$ cat config.mk
export PLATFORM = sky130hd
export DESIGN_NAME = eeg_headset_packet_parser_unit_flat
export DESIGN_NICKNAME = d
export VERILOG_FILES = /design/src/hw/rtl/epp_pkg.sv /design/src/hw/rtl/epp_in_if.sv /design/src/hw/rtl/epp_out_if.sv /design/src/hw/rtl/epp_in_stage.sv /design/src/hw/rtl/epp_parser.sv /design/src/hw/rtl/epp_out_stage.sv /design/src/hw/rtl/eeg_headset_packet_parser_unit.sv /design/src/flat_wrapper.sv
export SDC_FILE = /design/constraint.sdc
export NUM_CORES = 1
export LEC_CHECK = 0
export CORE_MARGIN = 1.5
export CORE_UTILIZATION = 66
export CTS_CLUSTER_SIZE = 24
export DETAILED_ROUTE_END_ITERATION = 12
export DONT_BUFFER_PORTS = 1
export PLACE_DENSITY = 0.79
export SLEW_MARGIN = 30
export SYNTH_ARGS = -nofsm -noshare
export SYNTH_HDL_FRONTEND = slang
export SYNTH_SLANG_ARGS = --single-unit
$ cat constraint.sdc
create_clock -name clk -period 4.09 [get_ports clk]
set_input_delay 0.409 -clock clk [delete_from_list [all_inputs] [get_ports clk]]
set_output_delay 0.409 -clock clk [all_outputs]
set_load 0.01 [all_outputs]
$ cat src/hw/rtl/epp_pkg.sv
package epp_pkg;

  localparam int unsigned PhaseW = 3;
  localparam int unsigned ModeW  = 3;
  localparam int unsigned SkipW  = 5;
  localparam int unsigned TickW  = 17;
  localparam int unsigned TimeW  = 16;

  localparam logic [PhaseW-1:0] PH_SYNC1   = 3'd0;
  localparam logic [PhaseW-1:0] PH_SYNC2   = 3'd1;
  localparam logic [PhaseW-1:0] PH_LEN     = 3'd2;
  localparam logic [PhaseW-1:0] PH_PAYLOAD = 3'd3;
  localparam logic [PhaseW-1:0] PH_CHECK   = 3'd4;

  localparam logic [ModeW-1:0] FM_CODE = 3'd0;
  localparam logic [ModeW-1:0] FM_QUAL = 3'd1;
  localparam logic [ModeW-1:0] FM_ATT  = 3'd2;
  localparam logic [ModeW-1:0] FM_MED  = 3'd3;
  localparam logic [ModeW-1:0] FM_SKIP = 3'd4;

  localparam logic CMD_BYTE = 1'b0;
  localparam logic CMD_TICK = 1'b1;

  localparam logic [7:0] SYNC_BYTE       = 8'd170;
  localparam logic [7:0] MAX_LEN         = 8'd169;
  localparam logic [7:0] DEFAULT_QUALITY = 8'd200;
  localparam logic [7:0] CODE_QUAL       = 8'd2;
  localparam logic [7:0] CODE_ATT        = 8'd4;
  localparam logic [7:0] CODE_MED        = 8'd5;
  localparam logic [7:0] CODE_SKIP_S     = 8'h80;
  localparam logic [7:0] CODE_SKIP_L     = 8'h83;
  localparam logic [SkipW-1:0] SKIP_S_LEN = 5'd3;
  localparam logic [SkipW-1:0] SKIP_L_LEN = 5'd25;
  localparam logic [TimeW-1:0] TIMEOUT_RESET = 16'd5000;
  localparam logic [TickW-1:0] TICK_MAX = {TickW{1'b1}};

  typedef struct packed {
    logic       command;
    logic [7:0] data;
  } epp_item_t;

  typedef struct packed {
    logic       status;
    logic [7:0] quality;
    logic [7:0] attention_level;
    logic [7:0] meditation_level;
    logic       quality_seen;
  } epp_result_t;

endpackage

$ cat src/hw/rtl/epp_in_if.sv
interface epp_in_if;
  logic       valid;
  logic       ready;
  logic       command;
  logic [7:0] data;

  modport source (output valid, output command, output data, input ready);
  modport sink (input valid, input command, input data, output ready);
endinterface

$ cat src/hw/rtl/epp_out_if.sv
interface epp_out_if;
  logic       valid;
  logic       ready;
  logic       status;
  logic [7:0] quality;
  logic [7:0] attention_level;
  logic [7:0] meditation_level;
  logic       quality_seen;

  modport source (output valid, output status, output quality, output attention_level,
                  output meditation_level, output quality_seen, input ready);
  modport sink (input valid, input status, input quality, input attention_level,
                input meditation_level, input quality_seen, output ready);
endinterface

$ cat src/hw/rtl/epp_in_stage.sv
module epp_in_stage
  import epp_pkg::*;
(
  input  logic      clk,
  input  logic      rst_n,
  input  logic      in_valid,
  output logic      in_ready,
  input  epp_item_t in_item,
  input  logic      advance,
  output logic      item_valid,
  output epp_item_t item
);

  logic      valid_r;
  logic      valid_nxt;
  epp_item_t item_r;

  assign in_ready  = !valid_r || advance;
  assign valid_nxt = in_ready ? in_valid : valid_r;

  always_ff @(posedge clk) begin
    if (!rst_n) begin
      valid_r <= 1'b0;
    end else begin
      valid_r <= valid_nxt;
    end
  end

  always_ff @(posedge clk) begin
    if (in_ready && in_valid) begin
      item_r <= in_item;
    end
  end

  assign item_valid = valid_r;
  assign item       = item_r;

endmodule

$ cat src/hw/rtl/epp_parser.sv
module epp_parser
  import epp_pkg::*;
(
  input  logic              clk,
  input  logic              rst_n,
  input  logic              cfg_wr_en,
  input  logic [TimeW-1:0]  cfg_wr_data,
  input  logic              take,
  input  epp_item_t         item,
  output logic              emit,
  output epp_result_t       result
);

  logic [TimeW-1:0]  timeout_r, timeout_nxt;
  logic [PhaseW-1:0] phase_r, phase_nxt;
  logic [7:0]        left_r, left_nxt;
  logic [7:0]        sum_r, sum_nxt;
  logic [ModeW-1:0]  mode_r, mode_nxt;
  logic [SkipW-1:0]  skip_r, skip_nxt;
  logic [7:0]        qual_r, qual_nxt;
  logic [7:0]        att_r, att_nxt;
  logic [7:0]        med_r, med_nxt;
  logic              flag_r, flag_nxt;
  logic [TickW-1:0]  ticks_r, ticks_nxt;
  logic              sum_good;
  logic              timed_out;
  logic              last_byte;

  assign sum_good  = (item.data == ~sum_r);
  assign timed_out = !flag_r && (ticks_r > {1'b0, timeout_r});
  assign last_byte = (left_r == 8'd1);
  assign emit      = (item.command == CMD_BYTE) && (phase_r == PH_CHECK);

  always_comb begin
    result = '0;
    if (!sum_good) begin
      result.status = 1'b1;
    end else if (timed_out) begin
      result.quality = DEFAULT_QUALITY;
    end else begin
      result.quality          = qual_r;
      result.attention_level  = att_r;
      result.meditation_level = med_r;
      result.quality_seen     = flag_r;
    end
  end

  always_comb begin
    timeout_nxt = cfg_wr_en ? cfg_wr_data : timeout_r;
    phase_nxt   = phase_r;
    left_nxt    = left_r;
    sum_nxt     = sum_r;
    mode_nxt    = mode_r;
    skip_nxt    = skip_r;
    qual_nxt    = qual_r;
    att_nxt     = att_r;
    med_nxt     = med_r;
    flag_nxt    = flag_r;
    ticks_nxt   = ticks_r;
    if (take) begin
      if (item.command == CMD_TICK) begin
        if (ticks_r != TICK_MAX) begin
          ticks_nxt = ticks_r + 1'b1;
        end
      end else begin
        case (phase_r)
          PH_SYNC1: begin
            if (item.data == SYNC_BYTE) begin
              phase_nxt = PH_SYNC2;
            end
          end
          PH_SYNC2: begin
            phase_nxt = (item.data == SYNC_BYTE) ? PH_LEN : PH_SYNC1;
          end
          PH_LEN: begin
            if (item.data > MAX_LEN) begin
              phase_nxt = PH_SYNC1;
            end else begin
              left_nxt  = item.data;
              sum_nxt   = '0;
              mode_nxt  = FM_CODE;
              skip_nxt  = '0;
              qual_nxt  = DEFAULT_QUALITY;
              att_nxt   = '0;
              med_nxt   = '0;
              flag_nxt  = 1'b0;
              phase_nxt = (item.data == 8'd0) ? PH_CHECK : PH_PAYLOAD;
            end
          end
          PH_PAYLOAD: begin
            sum_nxt  = sum_r + item.data;
            left_nxt = left_r - 1'b1;
            case (mode_r)
              FM_QUAL: begin
                qual_nxt = item.data;
                flag_nxt = 1'b1;
                mode_nxt = FM_CODE;
              end
              FM_ATT: begin
                att_nxt  = item.data;
                mode_nxt = FM_CODE;
              end
              FM_MED: begin
                med_nxt  = item.data;
                mode_nxt = FM_CODE;
              end
              FM_SKIP: begin
                skip_nxt = skip_r - 1'b1;
                if (skip_r == 5'd1) begin
                  mode_nxt = FM_CODE;
                end
              end
              default: begin
                if (!last_byte) begin
                  if (item.data == CODE_QUAL) begin
                    mode_nxt = FM_QUAL;
                  end else if (item.data == CODE_ATT) begin
                    mode_nxt = FM_ATT;
                  end else if (item.data == CODE_MED) begin
                    mode_nxt = FM_MED;
                  end else if (item.data == CODE_SKIP_S) begin
                    mode_nxt = FM_SKIP;
                    skip_nxt = SKIP_S_LEN;
                  end else if (item.data == CODE_SKIP_L) begin
                    mode_nxt = FM_SKIP;
                    skip_nxt = SKIP_L_LEN;
                  end
                end
              end
            endcase
            if (last_byte) begin
              phase_nxt = PH_CHECK;
            end
          end
          PH_CHECK: begin
            phase_nxt = PH_SYNC1;
            if (sum_good && flag_r) begin
              ticks_nxt = '0;
            end
          end
          default: begin
            phase_nxt = PH_SYNC1;
          end
        endcase
      end
    end
  end

  always_ff @(posedge clk) begin
    if (!rst_n) begin
      timeout_r <= TIMEOUT_RESET;
      phase_r   <= PH_SYNC1;
      left_r    <= '0;
      sum_r     <= '0;
      mode_r    <= FM_CODE;
      skip_r    <= '0;
      qual_r    <= DEFAULT_QUALITY;
      att_r     <= '0;
      med_r     <= '0;
      flag_r    <= 1'b0;
      ticks_r   <= '0;
    end else begin
      timeout_r <= timeout_nxt;
      phase_r   <= phase_nxt;
      left_r    <= left_nxt;
      sum_r     <= sum_nxt;
      mode_r    <= mode_nxt;
      skip_r    <= skip_nxt;
      qual_r    <= qual_nxt;
      att_r     <= att_nxt;
      med_r     <= med_nxt;
      flag_r    <= flag_nxt;
      ticks_r   <= ticks_nxt;
    end
  end

endmodule

$ cat src/hw/rtl/epp_out_stage.sv
module epp_out_stage
  import epp_pkg::*;
(
  input  logic        clk,
  input  logic        rst_n,
  input  logic        load,
  input  epp_result_t result,
  output logic        room,
  output logic        out_valid,
  input  logic        out_ready,
  output epp_result_t out_result
);

  logic        valid_r;
  logic        valid_nxt;
  epp_result_t result_r;

  assign room      = !valid_r || out_ready;
  assign valid_nxt = load || (valid_r && !out_ready);

  always_ff @(posedge clk) begin
    if (!rst_n) begin
      valid_r <= 1'b0;
    end else begin
      valid_r <= valid_nxt;
    end
  end

  always_ff @(posedge clk) begin
    if (load) begin
      result_r <= result;
    end
  end

  assign out_valid  = valid_r;
  assign out_result = result_r;

endmodule

$ cat src/hw/rtl/eeg_headset_packet_parser_unit.sv
// channel  dir  payload                                                      width
// in_ch    in   command, data                                                1+8
// out_ch   out  status, quality, attention_level, meditation_level, q_seen   1+8+8+8+1
// cfg      in   cfg_wr_en, cfg_wr_data (timeout_ms)                          16
//
// one word per cycle while no stall holds it; a word goes input register -> parser ->
// result register, and a result is loaded there as the parser takes its checksum word
// rst_n synchronous, active low; timeout back to 5000 ticks, parser hunting sync
// a result held in the result register stalls only words that would produce a
// result; the input register then holds one word and in_ch.ready drops
module eeg_headset_packet_parser_unit
  import epp_pkg::*;
(
  input  logic              clk,
  input  logic              rst_n,
  epp_in_if.sink            in_ch,
  epp_out_if.source         out_ch,
  input  logic              cfg_wr_en,
  input  logic [TimeW-1:0]  cfg_wr_data
);

  epp_item_t   in_item;
  epp_item_t   item;
  epp_result_t result;
  epp_result_t out_result;
  logic        item_valid;
  logic        advance;
  logic        emit;
  logic        room;
  logic        out_valid;

  assign in_item.command = in_ch.command;
  assign in_item.data    = in_ch.data;
  assign advance         = item_valid && (!emit || room);

  epp_in_stage u_in (
    .clk        (clk),
    .rst_n      (rst_n),
    .in_valid   (in_ch.valid),
    .in_ready   (in_ch.ready),
    .in_item    (in_item),
    .advance    (advance),
    .item_valid (item_valid),
    .item       (item)
  );

  epp_parser u_parser (
    .clk         (clk),
    .rst_n       (rst_n),
    .cfg_wr_en   (cfg_wr_en),
    .cfg_wr_data (cfg_wr_data),
    .take        (advance),
    .item        (item),
    .emit        (emit),
    .result      (result)
  );

  epp_out_stage u_out (
    .clk        (clk),
    .rst_n      (rst_n),
    .load       (advance && emit),
    .result     (result),
    .room       (room),
    .out_valid  (out_valid),
    .out_ready  (out_ch.ready),
    .out_result (out_result)
  );

  assign out_ch.valid            = out_valid;
  assign out_ch.status           = out_result.status;
  assign out_ch.quality          = out_result.quality;
  assign out_ch.attention_level  = out_result.attention_level;
  assign out_ch.meditation_level = out_result.meditation_level;
  assign out_ch.quality_seen     = out_result.quality_seen;

endmodule
$ cat src/flat_wrapper.sv
// flat-port wrapper written by rule: the top's interface ports become plain ports
module eeg_headset_packet_parser_unit_flat import epp_pkg::*;
  (clk, rst_n, cfg_wr_en, cfg_wr_data, in_ch_valid, in_ch_command, in_ch_data, in_ch_ready, out_ch_valid, out_ch_status, out_ch_quality, out_ch_attention_level, out_ch_meditation_level, out_ch_quality_seen, out_ch_ready);
  epp_in_if in_ch_i ();
  epp_out_if out_ch_i ();
  input  logic clk;
  input  logic rst_n;
  input  logic cfg_wr_en;
  input  logic [TimeW-1:0] cfg_wr_data;
  input wire logic [$bits(in_ch_i.valid)-1:0] in_ch_valid;
  input wire logic [$bits(in_ch_i.command)-1:0] in_ch_command;
  input wire logic [$bits(in_ch_i.data)-1:0] in_ch_data;
  output wire logic [$bits(in_ch_i.ready)-1:0] in_ch_ready;
  output wire logic [$bits(out_ch_i.valid)-1:0] out_ch_valid;
  output wire logic [$bits(out_ch_i.status)-1:0] out_ch_status;
  output wire logic [$bits(out_ch_i.quality)-1:0] out_ch_quality;
  output wire logic [$bits(out_ch_i.attention_level)-1:0] out_ch_attention_level;
  output wire logic [$bits(out_ch_i.meditation_level)-1:0] out_ch_meditation_level;
  output wire logic [$bits(out_ch_i.quality_seen)-1:0] out_ch_quality_seen;
  input wire logic [$bits(out_ch_i.ready)-1:0] out_ch_ready;
  assign in_ch_i.valid = in_ch_valid;
  assign in_ch_i.command = in_ch_command;
  assign in_ch_i.data = in_ch_data;
  assign in_ch_ready = in_ch_i.ready;
  assign out_ch_valid = out_ch_i.valid;
  assign out_ch_status = out_ch_i.status;
  assign out_ch_quality = out_ch_i.quality;
  assign out_ch_attention_level = out_ch_i.attention_level;
  assign out_ch_meditation_level = out_ch_i.meditation_level;
  assign out_ch_quality_seen = out_ch_i.quality_seen;
  assign out_ch_i.ready = out_ch_ready;
  eeg_headset_packet_parser_unit u_core (.clk(clk), .rst_n(rst_n), .in_ch(in_ch_i), .out_ch(out_ch_i), .cfg_wr_en(cfg_wr_en), .cfg_wr_data(cfg_wr_data));
endmodule
==> flow_metrics.py <==
metrics = {
    "sta": {
        "finalHoldViolations": 0,
        "finalSetupViolations": 0,
        "fmax_mhz": 335.7,
        "finalSetupTns_ns": 0,
        "maxSlewHeadroom_pct": 42.23,
        "fin_crit_ns": 2.979,
        "drv_slew": 0,
        "tightest_slew_ns": 0.8666,
        "fin_crit_sh_pct": 72.83,
        "clock_skew_ns": 0.009668,
        "grt_setup_unrepaired": "no",
    },
    "routing": {
        "wl_met1_um": 5867,
        "drc": 0,
        "wl_um": 12820,
        "wl_met3_um": 727,
        "dr.max_layer_used": "met4",
        "avgRoutedWirePerCell_um": 16.72,
        "ant_nets": 0,
        "routed-wl-met2_um": 6011,
        "routed_via_density": 6.164,
        "drt_iter0_markers": 344,
        "vias": 4728,
        "firstDrtPassIters": 6,
    },
    "layout": {
        "area.growth.synth_to_final_pct": 11.13,
        "final_util_pct": 75.22,
        "nets": 703,
        "fill_cells": 598,
        "final_cell_area_um2": 6884,
        "diodes": 0,
        "final_layout_size_suffix_gt1_share_pct": 8.384,
    },
    "die": {
        "fp.dieH_um": 99.88,
        "core_region_area_um2": 9153,
        "row_count": 35,
        "start_util_pct": 67.68,
        "io_pins": 58,
        "dieArea_um2": 9976,
        "fp.dieW_um": 99.88,
    },
    "placement": {
        "dp_hpwl_um": 8454,
        "io_buffers": 0,
        "place_congestion": 0.9080,
        "place_area_um2": 6235,
    },
    "power": {
        "p_total_uw": 2729,
        "swShare_pct": 21.86,
        "leakagePower_uw": 0.002592,
        "pwr-share-seq_pct": 47.4,
        "clockPowerShare_pct": 48.9,
        "p_comb_share_pct": 3.7,
        "internal_power_uw": 2132,
        "power.switching_uw": 596.4,
        "powerDensity_nw_per_um2": 396.4,
        "ir_worst_vdd_mv": 0.3338,
    },
    "worst_setup_path": {
        "crit_slowest_cell": "nor3_2",
        "worstPathArrival_ns": 3.39,
        "crit_chain": "inv_1 -> a211oi_1 -> a31oi_2 -> nor3_2 -> nand3b_1 -> a21boi_1",
        "crit_type": "reg -> reg",
        "setup.worst_path.end_class": "flip-flop",
        "critPathMaxFanout": 20,
        "crit_path_max_incr_delay_ns": 0.73,
        "crit_required_ns": 4.50,
        "start_kind": "flip-flop",
    },
    "global_route": {
        "antenna_found_initial": 0,
        "grt_start_max_net_pins": 67,
        "grt_pass1_wl_um": 21200,
        "gr-total-overflow": 0,
        "grt_pass1_vias": 4435,
        "grt_usage_pct": 27.19,
    },
    "clock_network": {
        "cts_hold_buf": 10,
        "cts.repair.resized": 0,
        "h-tree-depth": 4,
        "cts.sinks": 122,
        "numCtsBuffers": 17,
        "clockBufferDepth": 2,
        "root_buffer": "clkbuf_8",
        "clock_latency_ns": 0.52,
        "post_cts_buffers": 0,
        "cts_tree": "built",
        "cts.clk_slew.worst_paths_ns": 0.06,
    },
    "synth": {
        "syn_avg_cell_area_um2": 9.694,
        "yosysTopAreaCellShare_pct": 28.12,
        "synthArstFlopShare_pct": 0,
        "synth_cells": 639,
        "synth.distinct_cells": 74,
        "synth-seq-area-share_pct": 45.08,
        "yosysTopAreaCell": "dfxtp_1",
        "synth.area.top_cells": "dfxtp_1 28%, edfxtp_1 17%, ha_1 5.9%",
        "ys_ff_latch": 122,
        "synth_area_um2": 6195,
        "synth-edff-count": 35,
        "ys.flop_type": "dfxtp_1",
        "synth_fp_nets": 699,
        "yosysWarnings": 0,
    },
    "run": {
        "cap_viol_max_count": 0,
    },
    "status": {
        "status": "complete, no violations",
    },
    "min_path": {
        "worstHoldPathType": "in -> reg",
    },
}
-- worst max-delay path, delay by kind of cell (launching register included) --
family,cells,cell delay (ns)
DFF,1,0.72
buffers and inverters,1,0.20
and+or+nand+nor,2,0.93
AOI/OAI and AO/OA,3,1.04
-- flip-flops by register name, indices dropped and copies added, names as in the netlist --
signal                     count
u_core.u_out.out_result       26
u_core.u_parser.flag_r         1
u_core.u_in.item_valid         1
u_core.u_parser.ticks_r       17
u_core.u_parser.att_r          8
u_core.u_in.item               9
u_core.u_parser.med_r          8
u_core.u_out.out_valid         1
u_core.u_parser.skip_r         5
u_core.u_parser.sum_r          8
u_core.u_parser.timeout_r     16
u_core.u_parser.phase_r        3
u_core.u_parser.mode_r         3
u_core.u_parser.left_r         8
u_core.u_parser.qual_r         8
-- cell type report --
cell class                 count  area, µm²  share of cell area (%)
inverter                      29      108.9                   1.581
sequential                   122       2793                   40.57
timing repair buffer          16      147.6                   2.145
tap                          111      138.9                   2.017
clock buffer                  25      495.5                   7.197
multi-input combinational    457       3161                   45.91
clock inverter                 7      40.04                  0.5816
-- routing by layer --
metal / up-vias / global-route usage, %
met4: 0 / 9.101
li1: 2297 / -
met5: - / 0
met2: 172 / 43.64
met3: 29 / 6.894
met1: 2230 / 36.08
-- worst paths after layout --
kind | start | endpoint | slack [ns] | depth (start not counted)
setup / recovery | u_core.u_in.item_valid | u_core.u_parser.med_r[1] | 1.11 | 6
hold / removal | rst_n | u_core.u_parser.timeout_r[0] | 0.02 | 1
setup reg to reg | u_core.u_in.item_valid | u_core.u_parser.med_r[1] | 1.11 | 6
hold reg to reg | u_core.u_parser.med_r[0] | u_core.u_parser.med_r[0] | 0.46 | 2
-- kinds of logic (layout without fill, tap and decap cells) --
logic type                 Yosys count  after routing  synth area share, %
xor gates and xnor gates            23             23                3.252
DFF                                122            122                45.08
buffers and inverters               60             77                4.060
muxes                               25             25                4.040
adders and majority gates           30             30                6.181
AOI/OAI and AO/OA                  115            115                13.13
and+or+nand+nor                    264            264                24.26
-- synth_stat cells, types with 6 or more instances --
library cell  count
inv_1            29
o21ai_1          18
nor2b_1          34
nor3_1            6
a21oi_1          24
mux2i_1          25
buf_2            12
and3_1            8
a22oi_1          10
o21ai_0           8
clkbuf_1         16
nand2_1          50
nand3_1          29
ha_1             29
nand4_1          12
nand2b_1          9
dfxtp_1          87
edfxtp_1         35
and2_1           33
xor2_1           17
a21boi_1          6
xnor2_1           6
o211ai_1         11
nor2_1           41
a21o_1            8
-- power by group through the flow --
stage,Combinational [µW],Clock (µW),Sequential [µW]
5_1_grt,114,1410,1290
3_5_place_dp,89.8,0,1320
3_3_place_gp,86.1,0,1310
6_report,101,1340,1290
4_1_cts,99.7,1350,1290
2_1_floorplan,93.6,0,1300
-- placed cells by master, fill, tap and decap left out, types with 5 or more instances in the layout --
master,instances
a21boi_1,6
a21o_1,8
a21oi_1,22
a22oi_1,10
and2_1,33
and3_1,8
buf_4,5
clkbuf_16,17
dfxtp_1,87
dlygate4sd3_1,11
edfxtp_1,35
ha_1,29
inv_1,29
mux2i_1,25
nand2_1,50
nand2b_1,9
nand3_1,29
nand4_1,12
nor2_1,40
nor2b_1,34
nor3_1,6
o211ai_1,11
o21ai_0,8
o21ai_1,18
xnor2_1,6
xor2_1,17
-- through the flow --
stage / cells / hold WS (ns) / setup slack, ns
final: 767 / 0.01730 / 1.111
after global routing: 767 / 0.00002554 / 0.8408
after CTS: 766 / 0.006518 / 1.081
after detailed placement: 724 / 0.4406 / 1.086
after global placement: 724 / 0.4427 / 1.253
after floorplan: 639 / 0.4238 / 1.373
Note: power is estimated with default switching activity, not from simulation.
